<file path="src/rtl/lss_pkg.sv">
package lss_pkg;

    localparam int STACK_DEPTH = 64;
    localparam int DATA_W      = 32;
    localparam int COUNT_W     = $clog2(STACK_DEPTH + 1);
    localparam int HIT_GROUP_W = 8;
    localparam int HIT_GROUPS  = (STACK_DEPTH + HIT_GROUP_W - 1) / HIT_GROUP_W;

    typedef enum logic [1:0] {
        ACT_PUSH   = 2'd0,
        ACT_POP    = 2'd1,
        ACT_TOP    = 2'd2,
        ACT_SEARCH = 2'd3
    } lss_action_t;

    typedef enum logic [1:0] {
        ST_OK    = 2'd0,
        ST_EMPTY = 2'd1,
        ST_FULL  = 2'd2
    } lss_status_t;

    typedef enum logic [1:0] {
        S_IDLE,
        S_HIT,
        S_FOUND
    } lss_state_t;

    // per-cycle control broadcast to every cell
    typedef struct packed {
        logic                     push;
        logic                     pop;
        logic                     search;
        logic signed [DATA_W-1:0] key;
    } lss_cell_ctl_t;

endpackage

</file>
<file path="src/rtl/lss_if.sv">
interface lss_req_if import lss_pkg::*; ();
    logic                     valid;
    logic                     ready;
    logic [1:0]               action;
    logic signed [DATA_W-1:0] value;

    modport source (output valid, output action, output value, input ready);
    modport sink   (input valid, input action, input value, output ready);
endinterface

interface lss_rsp_if import lss_pkg::*; ();
    logic                     valid;
    logic                     ready;
    logic signed [DATA_W-1:0] data;
    logic                     found;
    logic [1:0]               status;
    logic [COUNT_W-1:0]       depth_now;

    modport source (output valid, output data, output found, output status,
                    output depth_now, input ready);
    modport sink   (input valid, input data, input found, input status,
                    input depth_now, output ready);
endinterface

</file>
<file path="src/rtl/lss_cell.sv">
module lss_cell import lss_pkg::*; (
    input  logic                     clk,
    input  lss_cell_ctl_t            ctl,
    input  logic                     held,
    input  logic signed [DATA_W-1:0] upper_word,
    input  logic signed [DATA_W-1:0] lower_word,
    output logic signed [DATA_W-1:0] word,
    output logic                     hit
);

    logic signed [DATA_W-1:0] word_reg;
    logic signed [DATA_W-1:0] word_next;
    logic                     hit_reg;
    logic                     hit_next;

    always_comb
    begin
        word_next = word_reg;
        hit_next  = hit_reg;
        if (ctl.push)
        begin
            word_next = upper_word;
        end
        else if (ctl.pop)
        begin
            word_next = lower_word;
        end
        if (ctl.search)
        begin
            hit_next = held && (word_reg == ctl.key);
        end
    end

    always_ff @(posedge clk)
    begin
        word_reg <= word_next;
        hit_reg  <= hit_next;
    end

    assign word = word_reg;
    assign hit  = hit_reg;

endmodule

</file>
<file path="src/rtl/lss_hit_reduce.sv">
module lss_hit_reduce import lss_pkg::*; (
    input  logic                   clk,
    input  logic [STACK_DEPTH-1:0] hits,
    output logic                   found
);

    logic [HIT_GROUPS-1:0] group_reg;
    logic [HIT_GROUPS-1:0] group_next;

    // first level: or of each group of cells
    always_comb
    begin
        group_next = '0;
        for (int g = 0; g < HIT_GROUPS; g++)
        begin
            for (int k = 0; k < HIT_GROUP_W; k++)
            begin
                if (g * HIT_GROUP_W + k < STACK_DEPTH)
                begin
                    group_next[g] = group_next[g] | hits[g * HIT_GROUP_W + k];
                end
            end
        end
    end

    always_ff @(posedge clk)
    begin
        group_reg <= group_next;
    end

    // second level
    assign found = |group_reg;

endmodule

</file>
<file path="src/rtl/lifo_stack_with_search.sv">
// channel | dir | handshake    | payload
// req     | in  | valid/ready  | action[1:0], value[31:0] signed
// rsp     | out | valid/ready  | data[31:0] signed, found, status[1:0], depth_now[6:0]
//
// push, pop and read top: one transfer per cycle while rsp drains; the result sits
//   in the output register the cycle after the req transfer
// search: the result passes the cell compare register, the registered first level of
//   the or over the 64 cells and the output register; req.ready is low meanwhile
// reset clears the entry count, the fsm and the output valid; cell words are not reset
// a stalled rsp holds req.ready low only while the output register stays full
module lifo_stack_with_search import lss_pkg::*; (
    input  logic     clk,
    input  logic     rst_n,
    lss_req_if.sink   req,
    lss_rsp_if.source rsp
);

    // control state
    lss_state_t               state_reg;
    lss_state_t               state_next;
    logic [COUNT_W-1:0]       count_reg;
    logic [COUNT_W-1:0]       count_next;

    // output register
    logic                     out_valid_reg;
    logic                     out_valid_next;
    logic signed [DATA_W-1:0] data_reg;
    logic signed [DATA_W-1:0] data_next;
    logic                     found_reg;
    logic                     found_next;
    lss_status_t              status_reg;
    lss_status_t              status_next;
    logic [COUNT_W-1:0]       depth_reg;
    logic [COUNT_W-1:0]       depth_next;

    // cell chain
    lss_cell_ctl_t            cell_ctl;
    logic signed [DATA_W-1:0] words [STACK_DEPTH];
    logic [STACK_DEPTH-1:0]   held;
    logic [STACK_DEPTH-1:0]   hits;
    logic                     search_found;

    logic                     in_fire;
    logic                     is_empty;
    logic                     is_full;

    // new work only when idle and the output slot is free or draining
    assign req.ready = (state_reg == S_IDLE) && (!out_valid_reg || rsp.ready);
    assign in_fire   = req.valid && req.ready;
    assign is_empty  = (count_reg == '0);
    assign is_full   = (count_reg == COUNT_W'(STACK_DEPTH));

    // cell 0 is the top of stack; a push moves every word one cell down
    for (genvar i = 0; i < STACK_DEPTH; i++)
    begin : g_cell
        logic signed [DATA_W-1:0] upper;
        logic signed [DATA_W-1:0] lower;

        if (i == 0)
        begin : g_top
            assign upper = req.value;
        end
        else
        begin : g_mid
            assign upper = words[i-1];
        end

        if (i == STACK_DEPTH - 1)
        begin : g_bottom
            assign lower = '0;
        end
        else
        begin : g_inner
            assign lower = words[i+1];
        end

        // only cells below the count take part in a search
        assign held[i] = (count_reg > COUNT_W'(i));

        lss_cell u_cell (
            .clk        (clk),
            .ctl        (cell_ctl),
            .held       (held[i]),
            .upper_word (upper),
            .lower_word (lower),
            .word       (words[i]),
            .hit        (hits[i])
        );
    end

    lss_hit_reduce u_reduce (
        .clk   (clk),
        .hits  (hits),
        .found (search_found)
    );

    always_comb
    begin
        state_next      = state_reg;
        count_next      = count_reg;
        out_valid_next  = out_valid_reg && !rsp.ready;
        data_next       = data_reg;
        found_next      = found_reg;
        status_next     = status_reg;
        depth_next      = depth_reg;
        cell_ctl.push   = 1'b0;
        cell_ctl.pop    = 1'b0;
        cell_ctl.search = 1'b0;
        cell_ctl.key    = req.value;

        case (state_reg)
            S_IDLE:
            begin
                if (in_fire)
                begin
                    found_next  = 1'b0;
                    data_next   = '0;
                    status_next = ST_OK;
                    case (lss_action_t'(req.action))
                        ACT_PUSH:
                        begin
                            if (is_full)
                            begin
                                // word dropped, stack untouched
                                status_next = ST_FULL;
                            end
                            else
                            begin
                                cell_ctl.push = 1'b1;
                                count_next    = count_reg + COUNT_W'(1);
                            end
                            out_valid_next = 1'b1;
                        end
                        ACT_POP:
                        begin
                            if (is_empty)
                            begin
                                status_next = ST_EMPTY;
                            end
                            else
                            begin
                                cell_ctl.pop = 1'b1;
                                count_next   = count_reg - COUNT_W'(1);
                                data_next    = words[0];
                            end
                            out_valid_next = 1'b1;
                        end
                        ACT_TOP:
                        begin
                            if (is_empty)
                            begin
                                // empty read top answers all ones
                                status_next = ST_EMPTY;
                                data_next   = '1;
                            end
                            else
                            begin
                                data_next = words[0];
                            end
                            out_valid_next = 1'b1;
                        end
                        ACT_SEARCH:
                        begin
                            // cells register their compare this edge
                            cell_ctl.search = 1'b1;
                            state_next      = S_HIT;
                        end
                        default:
                        begin
                            state_next = S_IDLE;
                        end
                    endcase
                    depth_next = count_next;
                end
            end
            S_HIT:
            begin
                // group or registers this edge
                state_next = S_FOUND;
            end
            S_FOUND:
            begin
                // output slot is known free: it drained when the search was taken
                out_valid_next = 1'b1;
                data_next      = '0;
                found_next     = search_found;
                status_next    = ST_OK;
                depth_next     = count_reg;
                state_next     = S_IDLE;
            end
            default:
            begin
                state_next = S_IDLE;
            end
        endcase
    end

    always_ff @(posedge clk or negedge rst_n)
    begin
        if (!rst_n)
        begin
            state_reg     <= S_IDLE;
            count_reg     <= '0;
            out_valid_reg <= 1'b0;
        end
        else
        begin
            state_reg     <= state_next;
            count_reg     <= count_next;
            out_valid_reg <= out_valid_next;
        end
    end

    // result payload, no reset needed
    always_ff @(posedge clk)
    begin
        data_reg   <= data_next;
        found_reg  <= found_next;
        status_reg <= status_next;
        depth_reg  <= depth_next;
    end

    assign rsp.valid     = out_valid_reg;
    assign rsp.data      = data_reg;
    assign rsp.found     = found_reg;
    assign rsp.status    = status_reg;
    assign rsp.depth_now = depth_reg;

endmodule

</file>
<file path="src/flat_wrapper.sv">
// flat-port wrapper written by rule: the top's interface ports become plain ports
module lifo_stack_with_search_flat import lss_pkg::*;
  (clk, rst_n, req_valid, req_action, req_value, req_ready, rsp_valid, rsp_data, rsp_found, rsp_status, rsp_depth_now, rsp_ready);
  lss_req_if req_i ();
  lss_rsp_if rsp_i ();
  input  logic clk;
  input  logic rst_n;
  input wire logic [$bits(req_i.valid)-1:0] req_valid;
  input wire logic [$bits(req_i.action)-1:0] req_action;
  input wire logic [$bits(req_i.value)-1:0] req_value;
  output wire logic [$bits(req_i.ready)-1:0] req_ready;
  output wire logic [$bits(rsp_i.valid)-1:0] rsp_valid;
  output wire logic [$bits(rsp_i.data)-1:0] rsp_data;
  output wire logic [$bits(rsp_i.found)-1:0] rsp_found;
  output wire logic [$bits(rsp_i.status)-1:0] rsp_status;
  output wire logic [$bits(rsp_i.depth_now)-1:0] rsp_depth_now;
  input wire logic [$bits(rsp_i.ready)-1:0] rsp_ready;
  assign req_i.valid = req_valid;
  assign req_i.action = req_action;
  assign req_i.value = req_value;
  assign req_ready = req_i.ready;
  assign rsp_valid = rsp_i.valid;
  assign rsp_data = rsp_i.data;
  assign rsp_found = rsp_i.found;
  assign rsp_status = rsp_i.status;
  assign rsp_depth_now = rsp_i.depth_now;
  assign rsp_i.ready = rsp_ready;
  lifo_stack_with_search u_core (.clk(clk), .rst_n(rst_n), .req(req_i), .rsp(rsp_i));
endmodule
</file>
<file path="config.mk">
export PLATFORM = sky130hd
export DESIGN_NAME = lifo_stack_with_search_flat
export DESIGN_NICKNAME = d
export VERILOG_FILES = /design/src/rtl/lss_pkg.sv /design/src/rtl/lss_if.sv /design/src/rtl/lss_cell.sv /design/src/rtl/lss_hit_reduce.sv /design/src/rtl/lifo_stack_with_search.sv /design/src/flat_wrapper.sv
export SDC_FILE = /design/constraint.sdc
export NUM_CORES = 2
export LEC_CHECK = 0
export CORE_ASPECT_RATIO = 1.4
export CORE_UTILIZATION = 58
export CTS_CLUSTER_DIAMETER = 80
export DETAILED_ROUTE_END_ITERATION = 10
export DONT_BUFFER_PORTS = 1
export PLACE_DENSITY = 0.76
export SYNTH_ARGS = -nofsm -noshare
export SYNTH_HDL_FRONTEND = slang
export SYNTH_SLANG_ARGS = --single-unit
</file>
<file path="constraint.sdc">
create_clock -name clk -period 98.4 [get_ports clk]
set_input_delay 4.92 -clock clk [delete_from_list [all_inputs] [get_ports clk]]
set_output_delay 4.92 -clock clk [all_outputs]
set_load 0.05 [all_outputs]
</file>
==> flow_summary.json <==
{
  "fin_crit_sh_pct": 10.61,
  "die_x_um": 380.8,
  "max_stage_delay_ns": 0.46,
  "netlist_top_cells_area": "edfxtp_1 (56%), nand2_1 (20%), xor2_1 (11%)",
  "startpoint": "rsp_ready",
  "worst_setup_path_end_kind": "output pin",
  "synth_seq_area_share_pct": 55.87,
  "core_um2": 199500,
  "outcome": "complete, no violations",
  "leakagePower_nw": 49.26,
  "slowest_stage": "and2_1",
  "finalSetupTns_ns": 0,
  "synthFlopType": "edfxtp_1",
  "postPlaceCellArea_um2": 116200,
  "grt_use_met1_pct": 44.30,
  "clk_pin_slew_ns": 0.07,
  "grt_use_met3_pct": 7.014,
  "setup_slack_ns": 87.96,
  "synth_area_um2": 116500,
  "die_h_um": 532.3,
  "nNetsFinal": 11650,
  "clkLatencyLatePin_ns": 0.92,
  "maxCapViolCount": 0,
  "clockBufferDepth": 4,
  "worst_clock_skew_ns": 0.08650,
  "startpoint_type": "input pin",
  "yosysUniqueCellTypes": 55,
  "routabilityCongestion": 0.9469,
  "finalHoldViolCount": 0,
  "dp_slack_ns": 87.35,
  "area_delta_synth_final_pct": 5.387,
  "cp.depth": 2,
  "cts_tree": "built",
  "synth_area_per_cell_um2": 9.682,
  "combPwrFrac_pct": 12.9,
  "met2_usage_pct": 54.79,
  "htree_levels": 4,
  "die-area_um2": 202700,
  "grt_first_pass_wirelength_mm": 544.4,
  "io_pins": 82,
  "antenna_found_initial": 7,
  "detail-route-antenna-nets": 0,
  "yosys_warnings": 0,
  "hold_buffers": 0,
  "p_switching_mw": 0.6444,
  "hpwl_mm": 235.2,
  "path_buf_inv": 0,
  "largest_register_ffs": 2048,
  "synth.top_cell.area_share_pct": 55.51,
  "setup_viol": 0,
  "grt_start_max_net_pins": 262,
  "pwr-share-clk_pct": 35.5,
  "peakVddDrop_v": 0.00001598,
  "firstDrtPassIters": 10,
  "rr_endpoint": "u_core.g_cell[20].u_cell.word[12]$_DFFE_PP_",
  "via_per_inst": 6.190,
  "worst_pin_slew_ns": 1.408,
  "path_delay_family": "simple AND/OR/NAND/NOR gates",
  "reg2reg_slack_ns": 91.19,
  "routed_wl_mm": 373.6,
  "cts_setup_buffers": 0,
  "grt_overflow": 0,
  "dr_total_vias": 89280,
  "grt_use_total_pct": 35.66,
  "rr_startpoint": "u_core.count_reg[0]$_DFFE_PN0P_",
  "fin_crit_ns": 10.44,
  "synthesis.nets": 12080,
  "final-max-slew-violation-count": 0,
  "cp.required_ns": 93.48,
  "top_usage_layer": "met2",
  "syn-instance-count": 12030,
  "crit_arrival_ns": 5.52,
  "cts_root_buffer": "clkbuf_16",
  "cts_buffers": 213,
  "num_rows": 194,
  "drc": 0,
  "async_flop_share_pct": 0.4604,
  "cp_max_fo": 4,
  "crit_end": "req_ready",
  "final_area_um2": 122800,
  "wire_per_inst_um": 25.90,
  "reg2reg_depth": 10,
  "cts_resized": 0,
  "slew_headroom_pct": 5.289,
  "powerDensity_nw_per_um2": 18.49,
  "portBuffers": 0,
  "clock_sinks": 2172,
  "switching_share_pct": 28.39,
  "rsz0062_at_grt": "no",
  "power_frac_seq_pct": 51.6,
  "fmax_mhz": 95.80,
  "grt_pass1_vias": 85740,
  "synth_top_area_cell": "edfxtp_1",
  "synth-seq-cells": 2172,
  "worstHoldPathType": "reg -> reg",
  "p_int_mw": 1.626,
  "initial_utilization_pct": 58.39,
  "synth-edff-count": 2154,
  "drive_gt1_share_pct": 3.059,
  "first_iter_violations": 13780,
  "criticalPathCategory": "in -> out",
  "path_cells": "nand2b_1, and2_1"
}
power groups by stage:
stage | sequential [mW] | combinational, mW | clock (mW)
final | 1.17 | 0.293 | 0.805
after floorplan | 1.29 | 0.212 | 0
after CTS | 1.17 | 0.284 | 0.805
after global routing | 1.17 | 0.311 | 0.836
after global placement | 1.19 | 0.275 | 0
after detailed placement | 1.19 | 0.282 | 0
cell type report:
class / instances / area [um2]
fillers: 16280 / 76740
flip-flops and latches: 2172 / 65090
multi-input cells: 9137 / 47100
clock buffers: 268 / 5608
well taps: 2646 / 3311
clock inverters: 112 / 930.9
repair buffers: 67 / 678.2
inverters: 14 / 52.55
diodes: 7 / 17.52
metal layers:
layer	routed length, um	vias up
met2	167800	6369
met3	39920	1535
met5	13	-
met4	34020	2
li1	-	38720
met1	131800	42660
how the worst min path moves through the flow:
stage                                           startpoint                                   end  depth (start not counted)
global placement    u_core.g_cell[23].u_cell.hit$_DFFE_PP_  u_core.u_reduce.group_reg[2]$_DFF_P_                          2
global route        u_core.g_cell[40].u_cell.hit$_DFFE_PP_  u_core.u_reduce.group_reg[5]$_DFF_P_                          2
finish              u_core.g_cell[23].u_cell.hit$_DFFE_PP_  u_core.u_reduce.group_reg[2]$_DFF_P_                          2
CTS                 u_core.g_cell[23].u_cell.hit$_DFFE_PP_  u_core.u_reduce.group_reg[2]$_DFF_P_                          2
detailed placement  u_core.g_cell[23].u_cell.hit$_DFFE_PP_  u_core.u_reduce.group_reg[2]$_DFF_P_                          2
floorplan            u_core.g_cell[7].u_cell.hit$_DFFE_PP_  u_core.u_reduce.group_reg[0]$_DFF_P_                          2
metrics by stage:
step                      hold slack, ns  power [mW]  utilization, %  instances
after floorplan                   0.4046       1.500               -      12030
after global placement            0.4294       1.462           58.25      14040
after detailed placement          0.4364       1.470           58.25      14040
after CTS                         0.4575       2.257           61.53      14420
after global routing              0.4793       2.321           61.53      14420
final                             0.4638       2.270           61.54      14420
cells by family (layout without fill, tap and decap cells):
group                      Yosys count  count (layout)  synth area share [%]
xor gates and xnor gates          2048            2048                 15.40
adders and majority gates            9               9               0.09665
other                                0               7                     0
DFF                               2172            2172                 55.87
AOI/OAI and AO/OA                  164             164                0.9643
and+or+nand+nor                   6915            6915                 23.90
muxes                                1               1              0.008591
buffers and inverters              725             461                 3.764
Yosys cell counts (2+ instances only):
cell and n:
and4_1 3, or3b_1 2, nor4_1 413, xnor2_1 588
nand3_1 36, nand4_1 220, o311ai_0 5, nand2_1 6087
o22a_1 2, nor2_1 37, o41ai_1 4, a21o_1 2
and2_1 37, o211ai_1 3, clkbuf_1 89, buf_8 10
o21ai_0 29, ha_1 9, buf_1 53, o21a_1 33
dfxtp_1 8, nor2b_1 6, o2111ai_1 9, xor2_1 1460
or4_1 6, a2111oi_0 17, nor3_1 47, a31oi_1 8
and3_1 7, or2_2 2, a211oi_1 6, a221o_1 2
buf_2 423, dfrtp_1 10, buf_6 133, inv_1 14
or3_1 5, nand2b_1 6, edfxtp_1 2154, a21oi_1 30
o21ai_1 4, buf_4 2
cell usage in the layout, fill, tap and decap left out, drive strengths merged, types with 14 or more instances in the layout:
master and instances:
clkinv 92, a21oi 30, o21a 33, a2111oi 17, bufinv 14, inv 18, xnor2 588, nand3 36
nor3 47, xor2 1460, nand2 6087, nand4 220, and2 37, edfxtp 2154, nor2 37, nor4 413
buf 67, o21ai 33, clkbuf 268
Note: power is estimated with default switching activity, not from simulation.
